$ cat src/hw/rtl/rbsc_pkg.sv
// Shared constants, command codes and control types for the relay bank.
package rbsc_pkg;

  localparam int OUTPUT_COUNT = 160;
  localparam int BLOCK_BYTES  = 4;

  localparam int NBYTES     = (OUTPUT_COUNT + 7) / 8;
  localparam int NBLOCKS    = (NBYTES + BLOCK_BYTES - 1) / BLOCK_BYTES;
  localparam int BLOCK_BITS = 8 * BLOCK_BYTES;
  localparam int PAD_BITS   = NBLOCKS * BLOCK_BITS;
  localparam int ADDR_W     = $clog2(OUTPUT_COUNT);
  localparam int BLK_W      = (NBLOCKS > 1) ? $clog2(NBLOCKS) : 1;
  localparam int BIT_W      = $clog2(BLOCK_BITS);
  localparam int FLAGS_SHOWN = 8;

  localparam logic [3:0] KIND_ONE_ON     = 4'd0;
  localparam logic [3:0] KIND_ONE_OFF    = 4'd1;
  localparam logic [3:0] KIND_BLK_TOGGLE = 4'd2;
  localparam logic [3:0] KIND_BLK_ON     = 4'd3;
  localparam logic [3:0] KIND_BLK_OFF    = 4'd4;
  localparam logic [3:0] KIND_CNT_READ   = 4'd5;
  localparam logic [3:0] KIND_CNT_WRITE  = 4'd6;
  localparam logic [3:0] KIND_CLEAR      = 4'd7;
  localparam logic [3:0] KIND_ACK        = 4'd8;

  // Bits that map onto real relays; padding bits stay zero.
  function automatic logic [PAD_BITS-1:0] relay_valid_mask();
    logic [PAD_BITS-1:0] v;
    for (int i = 0; i < PAD_BITS; i++) begin
      v[i] = (i < OUTPUT_COUNT);
    end
    return v;
  endfunction

  localparam logic [PAD_BITS-1:0] RELAY_VALID = relay_valid_mask();

  typedef struct packed {
    logic             load;
    logic             exec;
    logic             scan;
    logic [BIT_W-1:0] bit_idx;
    logic             emit;
  } rbsc_cmd_t;

  typedef struct packed {
    logic commit;
  } rbsc_status_t;

endpackage

$ cat src/hw/rtl/rbsc_ctrl.sv
// Command sequencer: decode, counter scan over the touched block, result issue.
module rbsc_ctrl
  import rbsc_pkg::*;
(
  input  logic         clk,
  input  logic         rst,
  input  logic         start,
  input  rbsc_status_t status,
  output rbsc_cmd_t    cmd,
  output logic         busy
);

  typedef enum logic [1:0] {
    ST_IDLE,
    ST_EXEC,
    ST_SCAN,
    ST_FINISH
  } state_t;

  state_t           state;
  state_t           state_next;
  logic [BIT_W-1:0] bit_cnt;

  localparam logic [BIT_W-1:0] LAST_BIT = BIT_W'(BLOCK_BITS - 1);

  always_comb begin
    state_next = state;
    case (state)
      ST_IDLE:   if (start) state_next = ST_EXEC;
      ST_EXEC:   state_next = status.commit ? ST_SCAN : ST_FINISH;
      ST_SCAN:   if (bit_cnt == LAST_BIT) state_next = ST_FINISH;
      ST_FINISH: state_next = ST_IDLE;
      default:   state_next = ST_IDLE;
    endcase
  end

  always_ff @(posedge clk) begin
    if (rst) begin
      state   <= ST_IDLE;
      bit_cnt <= '0;
      busy    <= 1'b0;
    end else begin
      state <= state_next;
      busy  <= (state_next != ST_IDLE);
      if (state == ST_SCAN) begin
        bit_cnt <= bit_cnt + 1'b1;
      end else begin
        bit_cnt <= '0;
      end
    end
  end

  always_comb begin
    cmd.load    = (state == ST_IDLE) && start;
    cmd.exec    = (state == ST_EXEC);
    cmd.scan    = (state == ST_SCAN);
    cmd.bit_idx = bit_cnt;
    cmd.emit    = (state == ST_FINISH);
  end

endmodule

$ cat config.mk
export PLATFORM = sky130hd
export DESIGN_NAME = rbsc_ctrl
export DESIGN_NICKNAME = d
export VERILOG_FILES = /design/src/hw/rtl/rbsc_pkg.sv /design/src/hw/rtl/rbsc_ctrl.sv
export SDC_FILE = /design/constraint.sdc
export NUM_CORES = 1
export LEC_CHECK = 0
export ABC_AREA = 1
export ABC_CLOCK_PERIOD_IN_PS = 1450
export BUFFER_PORTS_ARGS = -buffer_cell sky130_fd_sc_hd__buf_2
export CAP_MARGIN = 20
export CORE_AREA = 3 3 40 42
export CTS_CLUSTER_DIAMETER = 100
export DETAILED_ROUTE_END_ITERATION = 8
export DIE_AREA = 0 0 43 45
export PLACE_DENSITY = 0.52
export SETUP_SLACK_MARGIN = 0.4
export SLEW_MARGIN = 15
export SYNTH_ARGS = -nofsm -noshare
export SYNTH_HDL_FRONTEND = slang
export SYNTH_SLANG_ARGS = --single-unit
$ cat constraint.sdc
create_clock -name clk -period 1.45 [get_ports clk]
set_clock_uncertainty 0.2 [all_clocks]
set_input_delay 0.145 -clock clk [delete_from_list [all_inputs] [get_ports clk]]
set_output_delay 0.145 -clock clk [all_outputs]
set_load 0.02 [all_outputs]
======== Yosys cells after proc, flatten, opt, wreduce, memory -nomap -nowiden ========
Index checks and enable logic that the tools add are counted.
word-level totals
  register bits after elaboration ......... 8
  input bits .............................. 4
  output and inout port bits .............. 10
operators by class
  add/subtract/negate cells ............... 1
  equality and inequality tests ........... 4
  muxes and demuxes ....................... 4
  bitwise gates (word level) .............. 1
  reduce and logical (&&, ||, !) cells .... 4
operator list
  kind                                                                    number
  2-bit one-hot mux with 4 select lines                                   1
  5-bit by 1-bit adder with 5-bit output (second input constant)          1
  5-bit equality test (second input constant)                             1
  2-bit equality test (second input constant)                             2
  2-bit two-way mux                                                       2
  2-bit by 1-bit equality test with 1-bit output (second input constant)  1
  2-bit logical NOT                                                       1
  2-bit nonzero test                                                      1
  2-bit OR reduction                                                      1
  1-bit logical AND                                                       1
  1-bit two-way mux                                                       1
  1-bit inverter                                                          1

======== Logic depth before layout (Yosys ltp) ========
  depth in word-level cells ............... 4
  depth in mapped cells ................... 8

======== Least setup slack after synthesis ========
Ideal clock, no wire load.
  kind .................................... register to register
  start point ............................. reg bit_cnt[0]
  end point ............................... reg busy
  arrival ................................. 1.146 ns
  data required time ...................... 1.136 ns
  path slack .............................. -0.010 ns
  stages on the path, launching flop included .. 9
  path buffers ............................ 0
  cells stage by stage .................... dfxtp_1 ha_1 nand2_1 nor2_1 ha_1 o21ai_1 nand2_1 nand2_1 nand2_1
between the ends
  word-level cells in the longest chain between the ends .. 4
RTL lines
  what                                   RTL line         RTL
  start: declaration                     rbsc_ctrl.sv:22  logic [BIT_W-1:0] bit_cnt;
  start signal: assignment               rbsc_ctrl.sv:46  bit_cnt <= bit_cnt + 1'b1;
  5-bit equality test                    rbsc_ctrl.sv:31  ST_SCAN: if (bit_cnt == LAST_BIT) state_next = ST_FINISH;
  2-bit two-way mux                      rbsc_ctrl.sv:31
  2-bit one-hot mux with 4 select lines  rbsc_ctrl.sv:28  case (state)
  2-bit nonzero test                     rbsc_ctrl.sv:44  busy <= (state_next != ST_IDLE);
  end signal: assignment                 rbsc_ctrl.sv:44
  end: declaration                       rbsc_ctrl.sv:10  output logic busy
Every way passes these cells.
A chain may end at the register's enable or synchronous reset.

==> flow_summary.rst <==
.. list-table::
   :header-rows: 1

   * - Metric
     - Value
   * - Remaining global-route overflow
     - 0
   * - Buffers added on ports
     - 13
   * - Result of the run
     - complete, but fails checks
   * - Pwr Total
     - 1.168 mW
   * - Minimum hold slack
     - -0.03504 ns
   * - Synthesized instance count
     - 46
   * - Die Footprint
     - 1935 µm²
   * - Diode count
     - 0
   * - Number of nets produced by synthesis
     - 57
   * - CTS H-tree depth
     - 1
   * - Max-slew headroom at the worst pin
     - 0.9094
   * - Non-Filler Cell Area, Final
     - 753.2 µm²
   * - Core footprint
     - 1285 µm²
   * - YS warnings
     - 0
   * - Max-cap violations
     - 0
   * - Transition at the pin with the smallest max-transition slack
     - 0.1357 ns
   * - Max Clk Rate
     - 730.4 MHz
   * - Number of cell rows
     - 13
   * - Final period demand of the worst path
     - 1.369 ns
   * - Clock slew at the register clock pins of the worst setup and hold paths
     - 0.05 ns
   * - IO Pins
     - 14
   * - Largest net degree at the start of global routing
     - 6
   * - Endpoint arrival time on the critical path
     - 1.02 ns
   * - Final max-slew violation count
     - 0
   * - Number of buffers and inverters on the critical path
     - 3
   * - Number of nets with antenna violations after detailed routing
     - 0
   * - Routed wire per std cell
     - 9.917 µm
   * - Deepest clock path buffer count
     - 2
   * - Average footprint of a synthesized cell
     - 8.432 µm²
   * - Vias per cell
     - 4.310
   * - Die Height
     - 45 µm
   * - Violated checks
     - hold timing
   * - Seq cells post-synth
     - 8
   * - Clock latency reported for the late side of the worst-skew pair
     - 0.25 ns
   * - Number of global-route vias before repair
     - 334
   * - Final cell utilization of the core
     - 0.5862
   * - DPL Wire Length
     - 587.5 µm
   * - Number of vias after detailed routing
     - 362
   * - Routed Wire Length
     - 833 µm
   * - Unrepaired setup endpoints after global routing
     - true
   * - Crit Path Class
     - register to output port
   * - Cell with the largest stage delay on the worst path
     - sky130_fd_sc_hd__dfxtp_4
   * - Power Dens Cells
     - 1551 nW/µm²
   * - Worst path required time
     - 1.11 ns
   * - Sequential cell area fraction in the yosys report
     - 0.4129
   * - TNS Setup
     - 0 ns
   * - Kind of launch point of the worst setup path
     - register
   * - RD Place Congestion
     - 0.6205
   * - Drt pass-1 iters
     - 2
   * - Fraction of final layout cells sized beyond drive strength 1
     - 0.7246
   * - Clock Root Buffer
     - sky130_fd_sc_hd__clkbuf_4
   * - Net count, final
     - 82
   * - Post-Place Cell Area
     - 521.8 µm²
   * - Synth-to-layout area growth
     - 94.19%
   * - FF/Latch Area
     - 181.4 µm²
   * - TritonCTS clock tree
     - done
   * - Netlist cell types
     - 12
   * - Post-Synthesis Cell Area
     - 387.9 µm²
   * - Worst IR drop on VDD
     - 1001 µV
   * - First-pass GRT wire length
     - 1331 µm
   * - Die X-Extent
     - 43 µm
   * - GRT Overall Usage
     - 0.09799
   * - Kind of cell with the highest combined delay on the critical path
     - flip-flops
   * - Initial standard-cell utilization of the core
     - 0.3019
   * - Max FO, Critical Path
     - 3
   * - Static leakage
     - 0.3356 nW
   * - Final Hold Viols
     - 2
   * - Post-layout worst setup margin
     - 0.08096 ns
   * - Commonest cells after routing, fill and taps aside
     - sky130_fd_sc_hd__buf_6 (13), sky130_fd_sc_hd__inv_1 (7), sky130_fd_sc_hd__ha_4 (5), sky130_fd_sc_hd__dfxtp_4 (5), sky130_fd_sc_hd__nand2_1 (4)
   * - Hold Crit Class
     - primary input to register
   * - Worst slack at placement
     - 0.06863 ns
   * - Multi-input logic area
     - 284.0 µm²
   * - Number of antenna violations at the first check in global routing
     - 0
   * - Worst-path cell chain
     - inv_4 -> ha_4 -> nand2_1 -> inv_1 -> buf_6
   * - First DRT Iteration DRCs
     - 1
   * - Number of CTS-inserted buffers
     - 3
   * - Leading cell type in the layout, fill and taps excluded
     - sky130_fd_sc_hd__buf_6
   * - Slowest stage delay, CP
     - 0.38 ns
   * - Total DRC errors in the routed layout
     - 0
   * - Filler cell count in the final layout
     - 123
   * - Number of sinks driven by the clock tree
     - 8
   * - Final worst-path cycle share
     - 0.9442
   * - Final setup vio count
     - 0
   * - Nature of the critical path endpoint
     - output port
[worst paths after layout]
| kind | start | endpoint | slack (ns) | cells past startpoint |
|---|---|---|---|---|
| min | rst | state[0] | -0.04 | 4 |
| min reg2reg | bit_cnt[3] | bit_cnt[3] | 0.36 | 3 |
| max | state[0] | cmd[8] | 0.08 | 5 |
| max reg2reg | bit_cnt[0] | busy | 0.10 | 8 |
[cells by family (layout without fill, tap and decap cells)]
kind of cell               after synthesis  count (layout)  share of synthesized area
AOI/OAI and AO/OA                        4               4                    0.06128
DFF                                      8               8                     0.4129
buffers and inverters                   10              33                    0.09678
adders and majority gates                7               7                     0.2258
and+or+nand+nor                         17              17                     0.2032
[cells in the mapped netlist]
cell type / instances / share of area
sky130_fd_sc_hd__nand2_1: 7 / 0.068
sky130_fd_sc_hd__a21oi_1: 2 / 0.026
sky130_fd_sc_hd__nand2_2: 1 / 0.016
sky130_fd_sc_hd__nand4_1: 1 / 0.016
sky130_fd_sc_hd__o21ai_1: 1 / 0.013
sky130_fd_sc_hd__nor3b_2: 1 / 0.032
sky130_fd_sc_hd__ha_1: 7 / 0.23
sky130_fd_sc_hd__inv_1: 10 / 0.097
sky130_fd_sc_hd__a21oi_2: 1 / 0.023
sky130_fd_sc_hd__nor2_1: 6 / 0.058
sky130_fd_sc_hd__dfxtp_1: 8 / 0.41
sky130_fd_sc_hd__nand3_1: 1 / 0.013
[per-stage QoR]
step,hold slack (ns),cells
5_1_grt,-0.01507,84
4_1_cts,-0.04069,82
2_1_floorplan,0.09674,46
3_3_place_gp,0.2457,75
6_report,-0.03504,84
3_5_place_dp,0.2486,75
[sequential cells by signal, indices dropped and copies added, names as in the netlist]
register	count
busy	1
bit_cnt	5
state	2
[report_power, final]
| group | total (mW) | switching, mW | internal [mW] |
|---|---|---|---|
| logic | 0.651 | 0.312 | 0.340 |
| registers | 0.349 | 0.0636 | 0.286 |
| clock network | 0.167 | 0.0728 | 0.0945 |
[what timing repair did]
action	4_1_cts	5_1_grt
endpoints found under the hold margin	2	1
pin swaps	5	1
setup buffers	4	2
resized for setup	35	10
endpoints found under the setup margin	18	18
[worst register-to-register path, stage by stage (launching register included)]
cell	delay, ns
sky130_fd_sc_hd__dfxtp_4	0.35
sky130_fd_sc_hd__ha_4	0.16
sky130_fd_sc_hd__nand2_2	0.06
sky130_fd_sc_hd__nor2_2	0.04
sky130_fd_sc_hd__ha_4	0.14
sky130_fd_sc_hd__o21ai_1	0.10
sky130_fd_sc_hd__nand2_1	0.07
sky130_fd_sc_hd__nand2_2	0.07
sky130_fd_sc_hd__nand2_1	0.05
[layout make-up]
cell class | count | share of cell area
Timing Repair Buffer | 20 | 0.2708
Inverter | 10 | 0.05648
Clock buffer | 3 | 0.02990
Sequential cell | 8 | 0.2409
Tap cell | 15 | 0.02492
Multi-Input combinational cell | 28 | 0.3771
[per-layer routing]
metal | track usage | vias up | share of wire
met5 | 0 | - | 0
met4 | 0.07229 | 0 | 0
met3 | 0.03586 | 0 | 0.047
met2 | 0.1407 | 8 | 0.50
met1 | 0.1201 | 162 | 0.45
li1 | - | 192 | -
Power figures use the tool's default switching activity.
